$ cat config.mk
export PLATFORM = sky130hd
export DESIGN_NAME = rgb_channel_blink_fade_engine_top
export DESIGN_NICKNAME = d
export VERILOG_FILES = /design/src/rgbfe_pkg.sv /design/src/rgb_channel_blink_fade_engine_top.sv /design/src/rgbfe_div.sv
export SDC_FILE = /design/constraint.sdc
export NUM_CORES = 1
export LEC_CHECK = 0
export BUFFER_PORTS_ARGS = -buffer_cell sky130_fd_sc_hd__buf_2
export CAP_MARGIN = 10
export CORE_MARGIN = 3
export CORE_UTILIZATION = 30
export CTS_BUF_LIST = sky130_fd_sc_hd__clkbuf_8 sky130_fd_sc_hd__clkbuf_16
export DETAILED_ROUTE_END_ITERATION = 12
export MAX_ROUTING_LAYER = met4
export PLACE_DENSITY_LB_ADDON = 0.05
export SLEW_MARGIN = 20
export SYNTH_ARGS = -nofsm -noshare
export SYNTH_HDL_FRONTEND = slang
export SYNTH_SLANG_ARGS = --single-unit
$ cat constraint.sdc
create_clock -name aclk -period 6.7 [get_ports aclk]
set_clock_uncertainty 0.15 [all_clocks]
set_input_delay 0 -clock aclk [delete_from_list [all_inputs] [get_ports aclk]]
set_output_delay 0 -clock aclk [all_outputs]
set_load 0.05 [all_outputs]
$ cat src/rgbfe_pkg.sv
// rgbfe_pkg: shared types and constants of the RGB blink/fade engine.
// No dependencies; imported by rgbfe_div and the top level.
`timescale 1ns / 1ps

package rgbfe_pkg;

    localparam int unsigned LEVEL_W   = 8;
    localparam logic [7:0]  LEVEL_MAX = 8'd255;
    localparam int unsigned COLOR_W   = 24;
    localparam int unsigned CFG_IDX_W = 4;

    typedef logic [1:0] mode_t;
    localparam mode_t MODE_CONSTANT = 2'd0;
    localparam mode_t MODE_FADE     = 2'd1;
    localparam mode_t MODE_BLINK    = 2'd2;

    typedef logic [CFG_IDX_W-1:0] cfg_idx_t;
    localparam cfg_idx_t REG_COLOR_RGB      = 4'd0;
    localparam cfg_idx_t REG_MODE_RED       = 4'd1;
    localparam cfg_idx_t REG_MODE_GREEN     = 4'd2;
    localparam cfg_idx_t REG_MODE_BLUE      = 4'd3;
    localparam cfg_idx_t REG_INTERVAL_RED   = 4'd4;
    localparam cfg_idx_t REG_INTERVAL_GREEN = 4'd5;
    localparam cfg_idx_t REG_INTERVAL_BLUE  = 4'd6;
    localparam cfg_idx_t REG_ACTIVE_LOW     = 4'd7;

    typedef logic [1:0] chan_t;
    localparam chan_t CH_RED   = 2'd0;
    localparam chan_t CH_GREEN = 2'd1;
    localparam chan_t CH_BLUE  = 2'd2;

    typedef enum logic [1:0] {
        ST_IDLE,
        ST_STEP,
        ST_DIV,
        ST_OUT
    } seq_state_t;

endpackage

$ cat src/rgb_channel_blink_fade_engine_top.sv
// rgb_channel_blink_fade_engine_top: three-channel LED blink/fade engine.
// Depends on rgbfe_pkg and rgbfe_div.
`timescale 1ns / 1ps
//
//  channel  | ports                                       | direction
//  ---------+---------------------------------------------+----------
//  tick in  | s_valid, s_ready, s_tick_advance            | in
//  duty out | m_valid, m_ready, m_red/green/blue_duty     | out
//  config   | cfg_we, cfg_index, cfg_wdata                | in
//
//  One beat in gives one beat out. The channels run one after another
//  through a single shared serial ratio unit (one quotient bit a cycle),
//  which a fading channel uses on an advancing tick; each beat is accepted
//  first and is loaded into the output register after the last channel.
//  Reset is synchronous on aresetn low: configuration and phase registers
//  zero, every phase rising; the duty output registers are not reset. A
//  stalled output beat holds in the output register; the next tick is
//  accepted meanwhile and waits in the output load step.

module rgb_channel_blink_fade_engine_top #(
    parameter int unsigned TICK_MS       = 10,
    parameter int unsigned INTERVAL_BITS = 16
) (
    input  logic                            aclk,
    input  logic                            aresetn,
    input  logic                            s_valid,
    output logic                            s_ready,
    input  logic                            s_tick_advance,
    output logic                            m_valid,
    input  logic                            m_ready,
    output logic [7:0]                      m_red_duty,
    output logic [7:0]                      m_green_duty,
    output logic [7:0]                      m_blue_duty,
    input  logic                            cfg_we,
    input  logic [rgbfe_pkg::CFG_IDX_W-1:0] cfg_index,
    input  logic [rgbfe_pkg::COLOR_W-1:0]   cfg_wdata
);
    import rgbfe_pkg::*;

    localparam int unsigned IW = INTERVAL_BITS;
    localparam int unsigned PW = INTERVAL_BITS + 1;
    localparam int unsigned TW = $clog2(TICK_MS + 1);
    localparam int unsigned SW = ((PW > TW) ? PW : TW) + 1;
    localparam logic [SW-1:0] PROG_MAX_EXT = SW'({PW{1'b1}});

    // configuration
    logic [COLOR_W-1:0] color_rgb_reg;
    mode_t              mode_reg     [0:2];
    logic [IW-1:0]      interval_reg [0:2];
    logic               active_low_reg;

    // per-channel phase state
    logic [PW-1:0]      prog_reg  [0:2];
    logic               rising_reg[0:2];
    logic [LEVEL_W-1:0] drive_reg [0:2];

    // sequencer
    seq_state_t state_reg, state_next;
    chan_t      ch_reg, ch_next;
    logic       adv_reg;
    logic       out_load;
    logic       m_valid_reg;
    logic [LEVEL_W-1:0] red_duty_reg, green_duty_reg, blue_duty_reg;

    // handshake with the serial ratio unit
    logic               div_start;
    logic               div_done;
    logic [LEVEL_W-1:0] div_quot;

    // selected channel view
    mode_t              cur_mode;
    logic [IW-1:0]      cur_ivl;
    logic [PW-1:0]      cur_prog;
    logic [LEVEL_W-1:0] cur_set;
    logic [SW-1:0]      prog_sum;
    logic [PW-1:0]      prog_adv;
    logic               last_ch;

    assign cur_mode = mode_reg[ch_reg];
    assign cur_ivl  = interval_reg[ch_reg];
    assign cur_prog = prog_reg[ch_reg];
    assign last_ch  = (ch_reg == CH_BLUE);

    always_comb begin
        case (ch_reg)
            CH_RED:   cur_set = color_rgb_reg[23:16];
            CH_GREEN: cur_set = color_rgb_reg[15:8];
            default:  cur_set = color_rgb_reg[7:0];
        endcase
    end

    // saturating progress advance
    assign prog_sum = SW'(cur_prog) + SW'(TICK_MS);
    assign prog_adv = (prog_sum > PROG_MAX_EXT) ? {PW{1'b1}} : prog_sum[PW-1:0];

    // next state and handshake controls
    always_comb begin
        state_next = state_reg;
        ch_next    = ch_reg;
        div_start  = 1'b0;
        out_load   = 1'b0;
        case (state_reg)
            ST_IDLE: begin
                if (s_valid) begin
                    state_next = ST_STEP;
                    ch_next    = CH_RED;
                end
            end
            ST_STEP: begin
                if (adv_reg && (cur_mode == MODE_FADE)) begin
                    // hand the advanced progress to the ratio unit
                    div_start  = 1'b1;
                    state_next = ST_DIV;
                end else if (last_ch) begin
                    state_next = ST_OUT;
                end else begin
                    ch_next = ch_reg + chan_t'(1);
                end
            end
            ST_DIV: begin
                if (div_done) begin
                    if (last_ch) begin
                        state_next = ST_OUT;
                    end else begin
                        ch_next    = ch_reg + chan_t'(1);
                        state_next = ST_STEP;
                    end
                end
            end
            ST_OUT: begin
                // hold until the previous beat has left
                if (!m_valid_reg || m_ready) begin
                    out_load   = 1'b1;
                    state_next = ST_IDLE;
                end
            end
            default: state_next = ST_IDLE;
        endcase
    end

    always_ff @(posedge aclk) begin
        if (!aresetn) begin
            state_reg <= ST_IDLE;
            ch_reg    <= CH_RED;
        end else begin
            state_reg <= state_next;
            ch_reg    <= ch_next;
        end
    end

    rgbfe_div #(
        .PW(PW),
        .IW(IW)
    ) u_div (
        .aclk   (aclk),
        .aresetn(aresetn),
        .start  (div_start),
        .num    (prog_adv),
        .den    (cur_ivl),
        .done   (div_done),
        .quot   (div_quot)
    );

    // channel datapath and configuration registers
    always_ff @(posedge aclk) begin
        if (!aresetn) begin
            color_rgb_reg  <= '0;
            active_low_reg <= 1'b0;
            adv_reg        <= 1'b0;
            for (int i = 0; i < 3; i++) begin
                mode_reg[i]     <= MODE_CONSTANT;
                interval_reg[i] <= '0;
                prog_reg[i]     <= '0;
                rising_reg[i]   <= 1'b1;
                drive_reg[i]    <= '0;
            end
        end else begin
            if ((state_reg == ST_IDLE) && s_valid) begin
                adv_reg <= s_tick_advance;
            end

            if (state_reg == ST_STEP) begin
                if (!adv_reg) begin
                    // refresh only: constant channels track the set color
                    if (cur_mode == MODE_CONSTANT) begin
                        drive_reg[ch_reg] <= cur_set;
                    end
                end else begin
                    prog_reg[ch_reg] <= prog_adv;
                    case (cur_mode)
                        MODE_CONSTANT: drive_reg[ch_reg] <= cur_set;
                        MODE_BLINK: begin
                            if (prog_adv > PW'(cur_ivl)) begin
                                prog_reg[ch_reg]   <= '0;
                                rising_reg[ch_reg] <= !rising_reg[ch_reg];
                                drive_reg[ch_reg]  <= rising_reg[ch_reg] ? '0 : cur_set;
                            end
                        end
                        default: ;
                    endcase
                end
            end

            if ((state_reg == ST_DIV) && div_done) begin
                drive_reg[ch_reg] <= rising_reg[ch_reg] ? div_quot : (LEVEL_MAX - div_quot);
                if (PW'(cur_ivl) <= cur_prog) begin
                    prog_reg[ch_reg]   <= '0;
                    rising_reg[ch_reg] <= !rising_reg[ch_reg];
                end
            end

            if (cfg_we) begin
                case (cfg_index)
                    REG_COLOR_RGB: color_rgb_reg <= cfg_wdata;
                    REG_MODE_RED, REG_MODE_GREEN, REG_MODE_BLUE: begin
                        // restart the phase of the written channel
                        mode_reg[2'(cfg_index - REG_MODE_RED)]   <= cfg_wdata[1:0];
                        prog_reg[2'(cfg_index - REG_MODE_RED)]   <= '0;
                        rising_reg[2'(cfg_index - REG_MODE_RED)] <= 1'b1;
                    end
                    REG_INTERVAL_RED, REG_INTERVAL_GREEN, REG_INTERVAL_BLUE: begin
                        interval_reg[2'(cfg_index - REG_INTERVAL_RED)] <= IW'(cfg_wdata[15:0]);
                    end
                    REG_ACTIVE_LOW: active_low_reg <= cfg_wdata[0];
                    default: ;
                endcase
            end
        end
    end

    // output register: invert for active-low drivers
    always_ff @(posedge aclk) begin
        if (!aresetn) begin
            m_valid_reg <= 1'b0;
        end else if (out_load) begin
            m_valid_reg <= 1'b1;
        end else if (m_ready) begin
            m_valid_reg <= 1'b0;
        end
        if (out_load) begin
            red_duty_reg   <= active_low_reg ? ~drive_reg[CH_RED]   : drive_reg[CH_RED];
            green_duty_reg <= active_low_reg ? ~drive_reg[CH_GREEN] : drive_reg[CH_GREEN];
            blue_duty_reg  <= active_low_reg ? ~drive_reg[CH_BLUE]  : drive_reg[CH_BLUE];
        end
    end

    assign s_ready      = (state_reg == ST_IDLE);
    assign m_valid      = m_valid_reg;
    assign m_red_duty   = red_duty_reg;
    assign m_green_duty = green_duty_reg;
    assign m_blue_duty  = blue_duty_reg;

endmodule

$ cat src/rgbfe_div.sv
// rgbfe_div: serial fade ratio unit, floor(num*255/den) saturated at 255.
// Restoring division, one quotient bit per cycle. Uses rgbfe_pkg.
`timescale 1ns / 1ps

module rgbfe_div #(
    parameter int unsigned PW = 17,
    parameter int unsigned IW = 16
) (
    input  logic                   aclk,
    input  logic                   aresetn,
    input  logic                   start,
    input  logic [PW-1:0]          num,
    input  logic [IW-1:0]          den,
    output logic                   done,
    output logic [rgbfe_pkg::LEVEL_W-1:0] quot
);
    import rgbfe_pkg::*;

    localparam int unsigned NW = PW + LEVEL_W;

    logic [NW-1:0]      rem_reg, rem_next;
    logic [NW-1:0]      dvs_reg, dvs_next;
    logic [LEVEL_W-1:0] q_reg, q_next;
    logic [2:0]         cnt_reg, cnt_next;
    logic               busy_reg, busy_next;
    logic               done_reg, done_next;

    logic [NW-1:0] num_scaled;
    logic [NW-1:0] den_ext;
    logic          ge;

    assign num_scaled = {num, {LEVEL_W{1'b0}}} - NW'(num);
    assign den_ext    = NW'(den);
    assign ge         = rem_reg >= dvs_reg;

    always_comb begin
        rem_next  = rem_reg;
        dvs_next  = dvs_reg;
        q_next    = q_reg;
        cnt_next  = cnt_reg;
        busy_next = busy_reg;
        done_next = 1'b0;
        if (start) begin
            // saturate when the quotient cannot fit in a byte
            if ((den == '0) || (num_scaled >= (den_ext << LEVEL_W))) begin
                q_next    = LEVEL_MAX;
                done_next = 1'b1;
            end else begin
                rem_next  = num_scaled;
                dvs_next  = den_ext << (LEVEL_W - 1);
                q_next    = '0;
                cnt_next  = 3'(LEVEL_W - 1);
                busy_next = 1'b1;
            end
        end else if (busy_reg) begin
            if (ge) begin
                rem_next = rem_reg - dvs_reg;
            end
            q_next   = {q_reg[LEVEL_W-2:0], ge};
            dvs_next = dvs_reg >> 1;
            cnt_next = cnt_reg - 3'd1;
            if (cnt_reg == 3'd0) begin
                busy_next = 1'b0;
                done_next = 1'b1;
            end
        end
    end

    always_ff @(posedge aclk) begin
        if (!aresetn) begin
            busy_reg <= 1'b0;
            done_reg <= 1'b0;
            cnt_reg  <= '0;
        end else begin
            busy_reg <= busy_next;
            done_reg <= done_next;
            cnt_reg  <= cnt_next;
        end
        rem_reg <= rem_next;
        dvs_reg <= dvs_next;
        q_reg   <= q_next;
    end

    assign done = done_reg;
    assign quot = q_reg;

endmodule

==> summary.md <==
| Metric | Value |
|---|---|
| List of most frequent post-synthesis cells | edfxtp_1 (176), nand2_1 (161), nor2_1 (113) |
| Post-Place Worst Slack | 0.246 ns |
| Combinational family with the most area after synthesis | simple AND/OR/NAND/NOR gates |
| Tcrit/Tclk final | 0.931 |
| Critical-path maximum fanout | 23 |
| Std-Cell Rows | 82 |
| Sum of negative setup slack | 0 ns |
| Result of the run | completed |
| Worst R2R Setup Slack | 0.46 ns |
| Most common cell in the netlist | edfxtp_1 |
| Most used routing layer | met2 |
| Share of cell area taken by muxes after synthesis | 0.0566 |
| XOR/XNOR Fraction of Synth Area | 0.0487 |
| I/O Buffers | 59 |
| Initial antenna violation count | 1 |
| Area enclosed by the die boundary | 54800 um2 |
| # IOs | 60 |
| Number of global-route vias before repair | 11700 |
| Startpoint type of the worst setup path | flip-flop |
| Final setup violation count | 0 |
| Hold path depth | 5 |
| Headroom to the max-slew limit | 0.349 |
| DP Wirelength | 34800 um |
| Worst Setup Slack, final | 0.461 ns |
| Power density cells | 258 nW/um2 |
| Number of DRC violations after detailed-routing iteration 0 | 830 |
| Upper clock frequency limit | 160 MHz |
| DRC Markers | 0 |
| Average via count per standard cell | 5.00 |
| Total clock buffers created by CTS | 36 |
| GR Layer Usage met2 | 0.267 |
| Maximum clock path buffer count | 3 |
| Length in cells of the worst reg-to-reg path | 24 |
| Compound-cell area share of the yosys netlist | 0.142 |
| Largest net degree at the start of global routing | 75 |
| Number of max-slew violations in the final report | 0 |
| Most used flip-flop cell after synthesis | edfxtp_1 |
| Share of flip-flops with an asynchronous set or reset after synthesis | 0 |
| Met1 Use GR | 0.256 |
| Number of warning messages in the yosys log | 0 |
| Count of maximum capacitance violations | 0 |
| Width of the die | 234 um |
| Total via count in the routed design | 11500 |
| Simple-gate share of the synthesized area | 0.160 |
| Vert. Die Dim | 234 um |
| Total length of routed wires | 47800 um |
| GRT overflow | 0 |
| Avg WL per Cell | 20.7 um |
| Measured slew at the worst slew-check pin | 0.976 ns |
| Number of synthesized flops with an enable pin | 176 |
| Total power | 4.78 mW |
| Number of flip-flops under the largest register name | 68 |
| Cells after synthesis | 1456 |
| Static Leakage | 7.33 nW |
| Layout cells sized above 1 | 0.149 |
| Top cells by area in the synthesized netlist | edfxtp_1 (34%), dfxtp_1 (14%), ha_1 (7.1%), mux4_2 (5.2%), nand2_1 (3.9%) |
| Unrepaired setup endpoints after global routing | no |
| TritonCTS clock tree | built |
| Net count reported at finish | 1733 |
| Met3 global-route usage | 0.0309 |
| Sink of the worst hold path | state_reg[0]$_SDFFE_PN0P_ |
| Routability congestion estimate from global placement | 0.872 |
| CTS sink cnt | 286 |
| Tmin final | 6.24 ns |
| Biggest area consumer among synthesized cells | edfxtp_1 |
| Required time worst endpoint | 6.75 ns |
| Adder and majority gate portion of the synthesized area | 0.0726 |
| Maximum VDD drop | 0.218 mV |
| Avg Cell Area, Syn | 10.7 um2 |
| Root cell of the clock tree | clkbuf_16 |
| Area Growth Syn to Fin | 18.8% |
| Capturing element type of the critical path | flip-flop |
| Critical path type | reg -> reg |
| Critical R2R Capture | u_div.dvs_reg[0]$_SDFFCE_PP0P_ |
| H-tree levels | 2 |
| Fill cell instance count of the final layout | 5106 |
| Post-route antenna net violation count | 0 |
| Share of the synthesized area in the top cell type | 0.339 |
| Critical path data arrival time | 6.29 ns |
| Layout Utilization | 0.365 |
| Overall fraction of global-route tracks in use | 0.181 |
| Clock transition at the registers of the reported paths | 0.06 ns |
| Hold Fails Final Rpt | 0 |
| Unique cell type count in the Yosys netlist | 84 |
| Clock latency of the later-clocked register in the worst-skew pair | 0.54 ns |
| Total of flip-flops plus latches after synthesis | 286 |
| Placeable core region | 50800 um2 |
| Initial cell density of the core | 0.307 |
| First-pass GRT wire length | 73100 um |
| Portion of the post-synthesis area used by sequential elements | 0.480 |
| Worst hold path startpoint | s_valid |
| Total standard cell area after synthesis | 15600 um2 |
| Total iterations of the first detailed-routing run | 5 |
| Worst hold path class | in -> reg |
worst max-delay path by stage:
stage | to | from | cells past startpoint | slack, ns
6_report | u_div.dvs_reg[0]$_SDFFCE_PP0P_ | flip-flop | 24 | 0.46
2_1_floorplan | u_div.rem_reg[0]$_DFFE_PP_ | flip-flop | 27 | 0.15
3_5_place_dp | u_div.rem_reg[2]$_DFFE_PP_ | flip-flop | 25 | 0.25
4_1_cts | u_div.rem_reg[1]$_DFFE_PP_ | flip-flop | 25 | 0.21
3_3_place_gp | u_div.rem_reg[2]$_DFFE_PP_ | flip-flop | 24 | 0.39
5_1_grt | u_div.dvs_reg[0]$_SDFFCE_PP0P_ | flip-flop | 23 | 0.03
placed cells by master, fill, tap and decap left out, drive strengths merged, types with 52 or more instances in the layout:
master and count:
a21oi 52, a22o 56, and2 59, buf 115
dfxtp 110, edfxtp 176, ha 89, inv 99
nand2 161, nor2 114, o21ai 59
cell type report:
class                   count  area (um2)  share of cell area
multi-input cells        1041        7570               0.409
clock inverters            22         130             0.00702
repair buffers            159        1180              0.0637
well taps                 672         841              0.0454
diodes                      1        2.50            0.000135
clock buffers              43         997              0.0538
inverters                  85         319              0.0172
flip-flops and latches    286        7490               0.404
power by group:
group          switching (mW)  internal, mW  total, mW
logic                   0.605         0.348      0.953
clock network           0.751          1.09       1.84
registers              0.0356          1.94       1.98
stage by stage:
step / instances / area [um2] / hold slack, ns
after CTS: 2304 / 18500 / 0.0295
after detailed placement: 2195 / 16900 / 0.103
after global placement: 2195 / 16900 / 0.0981
after global routing: 2309 / 18500 / 0.0827
after floorplan: 1473 / 15700 / -0.0511
final: 2309 / 18500 / 0.0678
critical path, cell delays in order, from the launching register on:
cell	delay, ns
dfxtp_2	0.34
buf_4	0.20
mux4_2	0.46
nand2_1	0.20
or3_1	0.46
a21oi_1	0.23
a21o_1	0.13
inv_1	0.07
ha_1	0.24
or3_1	0.39
o21ai_0	0.12
o32a_1	0.30
o21ai_2	0.09
and2_1	0.20
or3_1	0.32
xnor2_1	0.21
ha_1	0.28
nand4_1	0.15
nor2_1	0.06
a2111oi_0	0.35
o311ai_0	0.20
o211ai_1	0.12
and3_1	0.23
or2_1	0.13
buf_6	0.24
per-layer routing:
metal / vias to the layer above / share of wire
met1: 5609 / 0.49
li1: 5618 / -
met2: 233 / 0.44
met3: 74 / 0.048
met5: - / 0
met4: 0 / 0.024
what timing repair did:
action	in CTS	in global routing
hold buffers	44	0
endpoints found under the hold margin	108	0
setup buffers	0	4
setup endpoints to repair	0	58
resized for setup	0	5
cell families (layout without fill, tap and decap cells):
family          count (synthesis)  after routing
other cells                     1             19
simple gates                  488            488
flops                         286            286
mux                            43             43
compound gates                316            316
fa+ha+maj                      90             90
buf+inv                       146            309
xor+xnor                       86             86
Power figures use the tool's default switching activity.
